$ cat config.mk
export PLATFORM = sky130hd
export DESIGN_NAME = scalar_kalman_filter_unit
export DESIGN_NICKNAME = d
export VERILOG_FILES = /design/src/sv/skf_pkg.sv /design/src/sv/skf_divider.sv /design/src/sv/scalar_kalman_filter_unit.sv
export VERILOG_INCLUDE_DIRS = /design/src /design/src/sv
export SDC_FILE = /design/constraint.sdc
export NUM_CORES = 1
export LEC_CHECK = 0
export ABC_AREA = 1
export BUFFER_PORTS_ARGS = -buffer_cell sky130_fd_sc_hd__buf_2
export CORE_ASPECT_RATIO = 1.1
export CORE_MARGIN = 4
export CORE_UTILIZATION = 25
export CTS_BUF_LIST = sky130_fd_sc_hd__clkbuf_4 sky130_fd_sc_hd__clkbuf_8 sky130_fd_sc_hd__clkbuf_16
export DETAILED_ROUTE_END_ITERATION = 8
export PLACE_DENSITY = 0.4
export REMOVE_ABC_BUFFERS = 1
export SYNTH_ARGS = -nofsm -noshare
export SYNTH_HDL_FRONTEND = slang
export SYNTH_SLANG_ARGS = --single-unit
$ cat constraint.sdc
create_clock -name i_clk -period 9.15 [get_ports i_clk]
set_input_delay 0.915 -clock i_clk [delete_from_list [all_inputs] [get_ports i_clk]]
set_output_delay 0.915 -clock i_clk [all_outputs]
set_load 0.005 [all_outputs]
$ cat src/sv/scalar_kalman_filter_unit_macros.svh
// Assertion macros shared by the scalar Kalman filter RTL.
`ifndef SCALAR_KALMAN_FILTER_UNIT_MACROS_SVH
`define SCALAR_KALMAN_FILTER_UNIT_MACROS_SVH

// Same-cycle implication, checked out of reset.
`define SKF_ASSERT_IMPL(name, clk, rst_n, cond, prop) \
    name: assert property (@(posedge clk) disable iff (!rst_n) (cond) |-> (prop)) \
        else $error("same-cycle implication failed");

// Next-cycle implication, checked out of reset.
`define SKF_ASSERT_NEXT(name, clk, rst_n, cond, prop) \
    name: assert property (@(posedge clk) disable iff (!rst_n) (cond) |=> (prop)) \
        else $error("next-cycle implication failed");

`endif

$ cat src/sv/skf_pkg.sv
// Shared widths and register codes of the scalar Kalman filter.
`default_nettype none

package skf_pkg;

    localparam int SAMPLE_W  = 16;
    localparam int EST_W     = 32;
    localparam int VAR_W     = 32;
    localparam int CFG_W     = 32;
    localparam int CFG_IDX_W = 2;

    localparam logic [CFG_IDX_W-1:0] REG_PROCESS_NOISE = 2'd0;
    localparam logic [CFG_IDX_W-1:0] REG_MEASURE_NOISE = 2'd1;

    localparam logic signed [EST_W-1:0] EST_MAX = 32'sh7FFF_FFFF;
    localparam logic signed [EST_W-1:0] EST_MIN = 32'sh8000_0000;

endpackage

`default_nettype wire

$ cat src/sv/skf_divider.sv
// Restoring divider that forms the filter gain one quotient bit per cycle.
`default_nettype none

module skf_divider #(
    parameter int QUOT_W = 17
) (
    input  logic                          i_clk,
    input  logic                          i_rst_n,
    input  logic                          i_start,
    input  logic [skf_pkg::VAR_W-1:0]     i_num,
    input  logic [skf_pkg::VAR_W:0]       i_den,
    output logic                          o_done,
    output logic [QUOT_W-1:0]             o_quot
);

    localparam int REM_W = skf_pkg::VAR_W + 2;
    localparam int DEN_W = skf_pkg::VAR_W + 1;
    localparam int CNT_W = $clog2(QUOT_W);
    localparam logic [QUOT_W-1:0] QUOT_ONE = QUOT_W'(1) << (QUOT_W - 1);

    logic [REM_W-1:0] r_rem;
    logic [DEN_W-1:0] r_den;
    logic [QUOT_W-1:0] r_quot;
    logic [CNT_W-1:0] r_cnt;
    logic             r_busy;
    logic             r_done;
    logic             r_zero;

    logic [REM_W:0]   w_trial;
    logic             w_ge;
    logic [REM_W-1:0] w_rem_sel;
    logic [REM_W-1:0] w_den2;

    assign w_trial   = {1'b0, r_rem} - {2'b00, r_den};
    assign w_ge      = ~w_trial[REM_W];
    assign w_rem_sel = w_ge ? w_trial[REM_W-1:0] : r_rem;
    assign w_den2    = {r_den, 1'b0};

    always_ff @(posedge i_clk) begin
        if (!i_rst_n) begin
            r_busy <= 1'b0;
            r_done <= 1'b0;
            r_cnt  <= '0;
        end else begin
            r_done <= 1'b0;
            if (i_start) begin
                r_rem  <= {2'b00, i_num};
                r_den  <= i_den;
                r_zero <= (i_den == '0);
                r_quot <= '0;
                r_cnt  <= '0;
                r_busy <= 1'b1;
            end else if (r_busy) begin
                r_quot <= {r_quot[QUOT_W-2:0], w_ge};
                r_rem  <= {w_rem_sel[REM_W-2:0], 1'b0};
                r_cnt  <= r_cnt + 1'b1;
                if (r_cnt == CNT_W'(QUOT_W - 1)) begin
                    r_busy <= 1'b0;
                    r_done <= 1'b1;
                end
            end
        end
    end

    // A zero denominator would fill the quotient with ones; it means zero gain.
    assign o_done = r_done;
    assign o_quot = r_zero ? '0 : r_quot;

    `include "scalar_kalman_filter_unit_macros.svh"

    `SKF_ASSERT_IMPL(a_start_when_free, i_clk, i_rst_n, i_start, !r_busy)
    `SKF_ASSERT_IMPL(a_gain_at_most_one, i_clk, i_rst_n, o_done, o_quot <= QUOT_ONE)
    `SKF_ASSERT_IMPL(a_rem_bounded, i_clk, i_rst_n, r_busy, r_rem <= w_den2)

endmodule

`default_nettype wire

$ cat src/sv/scalar_kalman_filter_unit.sv
// Top level of the scalar Kalman filter: sequencer, predict, update and output stage.
//
// Use: samples arrive on the input channel (i_in_valid, o_in_stall, i_sample); a
// transfer takes place at a rising edge with valid high and stall low. Each sample
// yields exactly one filtered estimate on the output channel (o_out_valid,
// i_out_stall, o_estimate), signed with FRAC_BITS fraction bits.
// The user must write Q and R through i_cfg_we, i_cfg_index and i_cfg_data
// only while idle; the block itself does not enforce it. Each estimate passes a
// predict step, the restoring gain divider plus its start and finish, the two
// shift-and-add multipliers and a rounding step. The sample rate is set by the
// serial divider and the serial multipliers, which handle one gain bit per cycle.
// The input stalls while a sample is in work and is free again as soon as the
// result sits in the output register, so a new sample may be taken while the
// previous estimate still waits for the receiver.
// If the receiver stalls and the output register is still full when the next
// result is ready, the block holds that result until the register frees up.
// Reset (synchronous, active low) clears the estimate, the variance, Q, R and
// all handshake state.
`default_nettype none

module scalar_kalman_filter_unit #(
    parameter int FRAC_BITS = 16
) (
    input  logic                                 i_clk,
    input  logic                                 i_rst_n,
    input  logic                                 i_in_valid,
    output logic                                 o_in_stall,
    input  logic signed [skf_pkg::SAMPLE_W-1:0]  i_sample,
    output logic                                 o_out_valid,
    input  logic                                 i_out_stall,
    output logic signed [skf_pkg::EST_W-1:0]     o_estimate,
    input  logic                                 i_cfg_we,
    input  logic [skf_pkg::CFG_IDX_W-1:0]        i_cfg_index,
    input  logic [skf_pkg::CFG_W-1:0]            i_cfg_data
);

    localparam int EST_W  = skf_pkg::EST_W;
    localparam int VAR_W  = skf_pkg::VAR_W;
    localparam int GAIN_W = FRAC_BITS + 1;
    localparam int DIFF_W = EST_W + 1;
    localparam int AE_W   = DIFF_W + GAIN_W + 1;
    localparam int AV_W   = VAR_W + GAIN_W;
    localparam int STEP_W = AE_W - FRAC_BITS;
    localparam int SUM_W  = STEP_W + 1;
    localparam int MW     = skf_pkg::SAMPLE_W + FRAC_BITS;
    localparam int CW     = (MW > EST_W) ? MW : EST_W;
    localparam int CNT_W  = $clog2(FRAC_BITS + 1);

    localparam logic [GAIN_W-1:0]       GAIN_ONE = GAIN_W'(1) << FRAC_BITS;
    localparam logic signed [AE_W-1:0]  HALF_E   = AE_W'(1) << (FRAC_BITS - 1);
    localparam logic [AV_W-1:0]         HALF_V   = AV_W'(1) << (FRAC_BITS - 1);
    localparam logic signed [CW-1:0]    MEAS_MAX = CW'(skf_pkg::EST_MAX);
    localparam logic signed [CW-1:0]    MEAS_MIN = CW'(skf_pkg::EST_MIN);
    localparam logic signed [SUM_W-1:0] SUM_MAX  = SUM_W'(skf_pkg::EST_MAX);
    localparam logic signed [SUM_W-1:0] SUM_MIN  = SUM_W'(skf_pkg::EST_MIN);

    typedef enum logic [2:0] {
        S_IDLE,
        S_PRED,
        S_DIV,
        S_MUL,
        S_FIN
    } t_state;

    t_state r_state;

    // Filter state and configuration.
    logic signed [EST_W-1:0]  r_est;
    logic [VAR_W-1:0]         r_var;
    logic [skf_pkg::CFG_W-1:0] r_q;
    logic [skf_pkg::CFG_W-1:0] r_r;

    // Working registers of one sample.
    logic signed [skf_pkg::SAMPLE_W-1:0] r_sample;
    logic [VAR_W-1:0]         r_p;
    logic signed [DIFF_W-1:0] r_diff;
    logic                     r_div_start;
    logic [GAIN_W-1:0]        r_gsh;
    logic [GAIN_W-1:0]        r_csh;
    logic signed [AE_W-1:0]   r_acc_e;
    logic [AV_W-1:0]          r_acc_v;
    logic [CNT_W-1:0]         r_mcnt;

    // Output register.
    logic                     r_out_valid;
    logic signed [EST_W-1:0]  r_out_est;

    logic [VAR_W:0]           w_p_sum;
    logic [VAR_W-1:0]         n_p;
    logic [VAR_W:0]           w_den;
    logic signed [CW-1:0]     w_meas_full;
    logic signed [EST_W-1:0]  w_meas;
    logic signed [DIFF_W-1:0] n_diff;
    logic                     w_div_done;
    logic [GAIN_W-1:0]        w_gain;
    logic signed [AE_W-1:0]   w_pp_e;
    logic [AV_W-1:0]          w_pp_v;
    logic signed [AE_W-1:0]   w_est_rnd;
    logic signed [AE_W-1:0]   w_est_shift;
    logic signed [STEP_W-1:0] w_step;
    logic signed [SUM_W-1:0]  w_est_sum;
    logic signed [EST_W-1:0]  n_est;
    logic [AV_W-1:0]          w_var_rnd;
    logic [AV_W-FRAC_BITS-1:0] w_var_q;
    logic [VAR_W-1:0]         n_var;
    logic                     w_out_free;

    // Predict: the variance grows by Q and saturates at full scale.
    assign w_p_sum = {1'b0, r_var} + {1'b0, r_q};
    assign n_p     = w_p_sum[VAR_W] ? '1 : w_p_sum[VAR_W-1:0];
    assign w_den   = {1'b0, r_p} + {1'b0, r_r};

    // The scaled sample can only leave the estimate range for wide fractions.
    assign w_meas_full = CW'(r_sample) <<< FRAC_BITS;

    always_comb begin
        if (w_meas_full > MEAS_MAX) begin
            w_meas = skf_pkg::EST_MAX;
        end else if (w_meas_full < MEAS_MIN) begin
            w_meas = skf_pkg::EST_MIN;
        end else begin
            w_meas = w_meas_full[EST_W-1:0];
        end
    end

    assign n_diff = DIFF_W'(w_meas) - DIFF_W'(r_est);

    skf_divider #(
        .QUOT_W (GAIN_W)
    ) u_div (
        .i_clk   (i_clk),
        .i_rst_n (i_rst_n),
        .i_start (r_div_start),
        .i_num   (r_p),
        .i_den   (w_den),
        .o_done  (w_div_done),
        .o_quot  (w_gain)
    );

    // Partial products of the two MSB-first shift-and-add multipliers.
    always_comb begin
        w_pp_e = '0;
        w_pp_v = '0;
        if (r_gsh[GAIN_W-1]) begin
            w_pp_e = AE_W'(r_diff);
        end
        if (r_csh[GAIN_W-1]) begin
            w_pp_v = AV_W'(r_p);
        end
    end

    // Round half up on both products, then clamp the estimate for safety.
    assign w_est_rnd   = r_acc_e + HALF_E;
    assign w_est_shift = w_est_rnd >>> FRAC_BITS;
    assign w_step      = $signed(w_est_shift[STEP_W-1:0]);
    assign w_est_sum   = SUM_W'(r_est) + SUM_W'(w_step);

    always_comb begin
        if (w_est_sum > SUM_MAX) begin
            n_est = skf_pkg::EST_MAX;
        end else if (w_est_sum < SUM_MIN) begin
            n_est = skf_pkg::EST_MIN;
        end else begin
            n_est = w_est_sum[EST_W-1:0];
        end
    end

    assign w_var_rnd = r_acc_v + HALF_V;
    assign w_var_q   = w_var_rnd[AV_W-1:FRAC_BITS];
    assign n_var     = (w_var_q[AV_W-FRAC_BITS-1:VAR_W] != '0) ? '1 : w_var_q[VAR_W-1:0];

    assign w_out_free = !r_out_valid || !i_out_stall;

    always_ff @(posedge i_clk) begin
        if (!i_rst_n) begin
            r_state     <= S_IDLE;
            r_out_valid <= 1'b0;
            r_div_start <= 1'b0;
            r_est       <= '0;
            r_var       <= '0;
            r_q         <= '0;
            r_r         <= '0;
        end else begin
            if (i_cfg_we) begin
                case (i_cfg_index)
                    skf_pkg::REG_PROCESS_NOISE: r_q <= i_cfg_data;
                    skf_pkg::REG_MEASURE_NOISE: r_r <= i_cfg_data;
                    default: ;
                endcase
            end

            // The divider starts on the cycle after the predict step.
            r_div_start <= (r_state == S_PRED);
            if (r_out_valid && !i_out_stall && !((r_state == S_FIN) && w_out_free)) begin
                r_out_valid <= 1'b0;
            end

            case (r_state)
                S_IDLE: begin
                    if (i_in_valid) begin
                        r_sample <= i_sample;
                        r_state  <= S_PRED;
                    end
                end
                S_PRED: begin
                    r_p         <= n_p;
                    r_diff      <= n_diff;
                    r_state     <= S_DIV;
                end
                S_DIV: begin
                    if (w_div_done) begin
                        r_gsh   <= w_gain;
                        r_csh   <= GAIN_ONE - w_gain;
                        r_acc_e <= '0;
                        r_acc_v <= '0;
                        r_mcnt  <= '0;
                        r_state <= S_MUL;
                    end
                end
                S_MUL: begin
                    r_acc_e <= (r_acc_e <<< 1) + w_pp_e;
                    r_acc_v <= (r_acc_v << 1) + w_pp_v;
                    r_gsh   <= {r_gsh[GAIN_W-2:0], 1'b0};
                    r_csh   <= {r_csh[GAIN_W-2:0], 1'b0};
                    r_mcnt  <= r_mcnt + 1'b1;
                    if (r_mcnt == CNT_W'(FRAC_BITS)) begin
                        r_state <= S_FIN;
                    end
                end
                S_FIN: begin
                    // The state is committed only together with the result.
                    if (w_out_free) begin
                        r_est       <= n_est;
                        r_var       <= n_var;
                        r_out_est   <= n_est;
                        r_out_valid <= 1'b1;
                        r_state     <= S_IDLE;
                    end
                end
                default: begin
                    r_state <= S_IDLE;
                end
            endcase
        end
    end

    assign o_in_stall  = (r_state != S_IDLE);
    assign o_out_valid = r_out_valid;
    assign o_estimate  = r_out_est;

    `include "scalar_kalman_filter_unit_macros.svh"

    `SKF_ASSERT_NEXT(a_accept_starts, i_clk, i_rst_n, i_in_valid && !o_in_stall, r_state == S_PRED)
    `SKF_ASSERT_IMPL(a_div_done_in_div, i_clk, i_rst_n, w_div_done, r_state == S_DIV)
    `SKF_ASSERT_NEXT(a_fin_delivers, i_clk, i_rst_n, (r_state == S_FIN) && w_out_free, r_out_valid && (r_state == S_IDLE))

endmodule

`default_nettype wire
==> results.sh <==
export IMPL_yosysWarningCount=0
export IMPL_async_flop_share_pct=0
export IMPL_drt_pass1_iter_count=5
export IMPL_core_area_sq_um=134000
export IMPL_crit_type="reg2reg"
export IMPL_start_util_pct=25.1
export IMPL_grt_pass1_vias=29302
export IMPL_power_leakage_nw=17.2
export IMPL_seq_area_frac_synth_pct=38.2
export IMPL_rows=141
export IMPL_htreeDepth=2
export IMPL_synth_ff_type="edfxtp_1"
export IMPL_setup_viol=0
export IMPL_ant_nets=0
export IMPL_die_w_um=358
export IMPL_totalWireLength_mm=117
export IMPL_synthesis_area_sq_um=33700
export IMPL_antenna_cells=0
export IMPL_power_density_nw_per_um2=197
export IMPL_track_usage_pct=16.2
export IMPL_grt_overflow_total=0
export IMPL_tightest_slew_ns=1.14
export IMPL_start_kind="register"
export IMPL_slew_viol_final=0
export IMPL_grt_pass1_wl_mm=176
export IMPL_post_place_ws_ns=3.92
export IMPL_cp_max_fo=38
export IMPL_yosys_register_bits=476
export IMPL_cts_clk_slew_worst_paths_ns=0.06
export IMPL_multi_input_area_sq_um=17900
export IMPL_postCtsResizedCells=0
export IMPL_yosysTopAreaCell="edfxtp_1"
export IMPL_cts_setup_buffers=0
export IMPL_syn_area_per_cell_sq_um=7.45
export IMPL_slowest_delay_ns=0.47
export IMPL_drive_gt1_share_pct=6.03
export IMPL_die_height_um=393
export IMPL_cts_tree="done"
export IMPL_holdWs_ns=0.401
export IMPL_placedCellCount=6334
export IMPL_post_route_min_period_ns=5.21
export IMPL_post_drt_wl_per_cell_um=18.1
export IMPL_antenna_found_initial=7
export IMPL_root_buffer="clkbuf_16"
export IMPL_path_common_cell="nand2_1"
export IMPL_num_vias=29769
export IMPL_final_common_cell="nand2_1"
export IMPL_cts_buffers=60
export IMPL_cp_arrival_ns=5.77
export IMPL_ctsHoldBuffers=0
export IMPL_most_common_layout_cells="nand2_1 (918), inv_1 (679), nor2_1 (541)"
export IMPL_hp_class="in2reg"
export IMPL_vias_per_cell=4.62
export IMPL_worst_setup_path_end_kind="register"
export IMPL_required_ns=9.72
export IMPL_postLayoutSetupSlackWorst_ns=3.94
export IMPL_fin_crit_sh_pct=56.9
export IMPL_max_freq_mhz=192
export IMPL_fin_cells=6448
export IMPL_io_buffers=88
export IMPL_clockBufferDepth=3
export IMPL_fillers=14749
export IMPL_final_core_util_pct=28.6
export IMPL_register_area_sq_um=12900
export IMPL_post_route_cell_area_sq_um=38400
export IMPL_ir_worst_vdd_mv=0.174
export IMPL_synth_area_leaders="edfxtp_1 (30%), nand2_1 (10%), ha_1 (8.8%), dfxtp_1 (8.3%), inv_1 (7.6%)"
export IMPL_cts_num_sinks=476
export IMPL_pin_count=89
export IMPL_synth_top_cell_area_share_pct=29.9
export IMPL_insertion_delay_ns=0.72
export IMPL_synth_edff_count=336
export IMPL_gp_congestion=0.845
export IMPL_max_cap_viol_count=0
export IMPL_area_growth_pct=13.9
export IMPL_outcome="completed"
export IMPL_hold_viol=0
export IMPL_skew_ns=0.0544
export IMPL_drcViolationCount=0
export IMPL_dieArea_sq_um=141000
export IMPL_postPlaceCellArea_sq_um=36200
export IMPL_first_iter_violations=1887
export IMPL_final_nets=4907
export IMPL_rsz0062_at_grt="false"
export IMPL_synth_cell_types=60
export IMPL_grt_max_degree=114
export IMPL_crit_path_top_delay_cell="buf_4"
export IMPL_dp_hpwl_mm=91.7
export IMPL_slew_headroom_pct=24.1
export IMPL_syn_inst=4531
## worst paths after layout
kind	from	end	slack, ns	depth (start not counted)
setup / recovery	r_acc_e[16]	r_est[0]	3.94	32
hold / removal	i_sample[13]	r_sample[13]	0.40	1
setup reg to reg	r_acc_e[16]	r_est[0]	3.94	32
hold reg to reg	u_div.r_cnt[4]	u_div.r_cnt[4]	0.46	1
## where the power goes
part	total, W	switching (W)	internal, W
clock network	0.00258	0.00106	0.00152
registers	0.00284	0.000186	0.00265
logic	0.00216	0.00149	0.000675
## state kept, by name, indices dropped and copies added, names as in the netlist, 17 cells and up
name,count
r_acc_e,51
r_q,32
r_diff,33
r_acc_v,49
u_div.r_quot,17
r_var,32
r_p,32
u_div.r_den,33
u_div.r_rem,34
o_estimate,32
r_est,32
r_gsh,17
r_r,32
## critical path: cells and delay by family, from the launching register on
| kind | cells | cell delay [ns] |
|---|---|---|
| XOR/XNOR | 1 | 0.20 |
| adder cells (fa/ha/maj) | 2 | 0.57 |
| buffers and inverters | 6 | 0.83 |
| flip-flops | 1 | 0.38 |
| AND/OR/NAND/NOR | 23 | 3.07 |
## cell type report
type,count,share of cell area [%]
multi-input cells,3279,46.7
flip-flops and latches,476,33.6
inverters,682,6.66
well taps,1787,5.82
clock buffers,97,5.05
repair buffers,110,1.62
clock inverters,17,0.609
## synth_stat cells, types with 7 or more instances
master and number:
a21boi_0 14, xnor2_1 51, nor4_1 29, a221oi_1 9, o21ai_1 9, a21oi_1 411
buf_2 15, o21a_1 41, nand3_1 170, edfxtp_1 336, o21bai_1 28, o211ai_1 26
o21ai_0 389, or2_2 17, nand3b_1 11, o22ai_1 7, nand2_1 918, nor3_1 67
xor2_1 114, inv_1 680, dfxtp_1 140, nand4_1 44, a31oi_1 54, clkbuf_1 70
ha_1 237, nor2_1 545, a21o_1 22
## layer usage
metal | track usage (%) | vias to the layer above | share of wire, % | routed length (um)
li1 | - | 15335 | - | -
met1 | 23.0 | 13870 | 50 | 57900
met2 | 26.1 | 438 | 45 | 52100
met3 | 1.93 | 126 | 3.5 | 4030
met4 | 3.91 | 0 | 2.3 | 2670
met5 | 0 | - | 0 | 0
## cells by family after synthesis
| family | after synthesis | share of synthesized area (%) |
|---|---|---|
| flops | 476 | 38.2 |
| compound gates | 1036 | 17.0 |
| fa+ha+maj | 243 | 9.15 |
| buf+inv | 776 | 8.79 |
| xor+xnor | 165 | 4.28 |
| simple gates | 1835 | 22.6 |
## through the flow
stage,total power (W),setup TNS (ns)
after floorplan,0.00432,-758.44
after global placement,0.00506,0
after detailed placement,0.00506,0
after CTS,0.00770,0
after global routing,0.00807,0
final,0.00758,0
No activity file was read; power rests on OpenSTA's default activity.
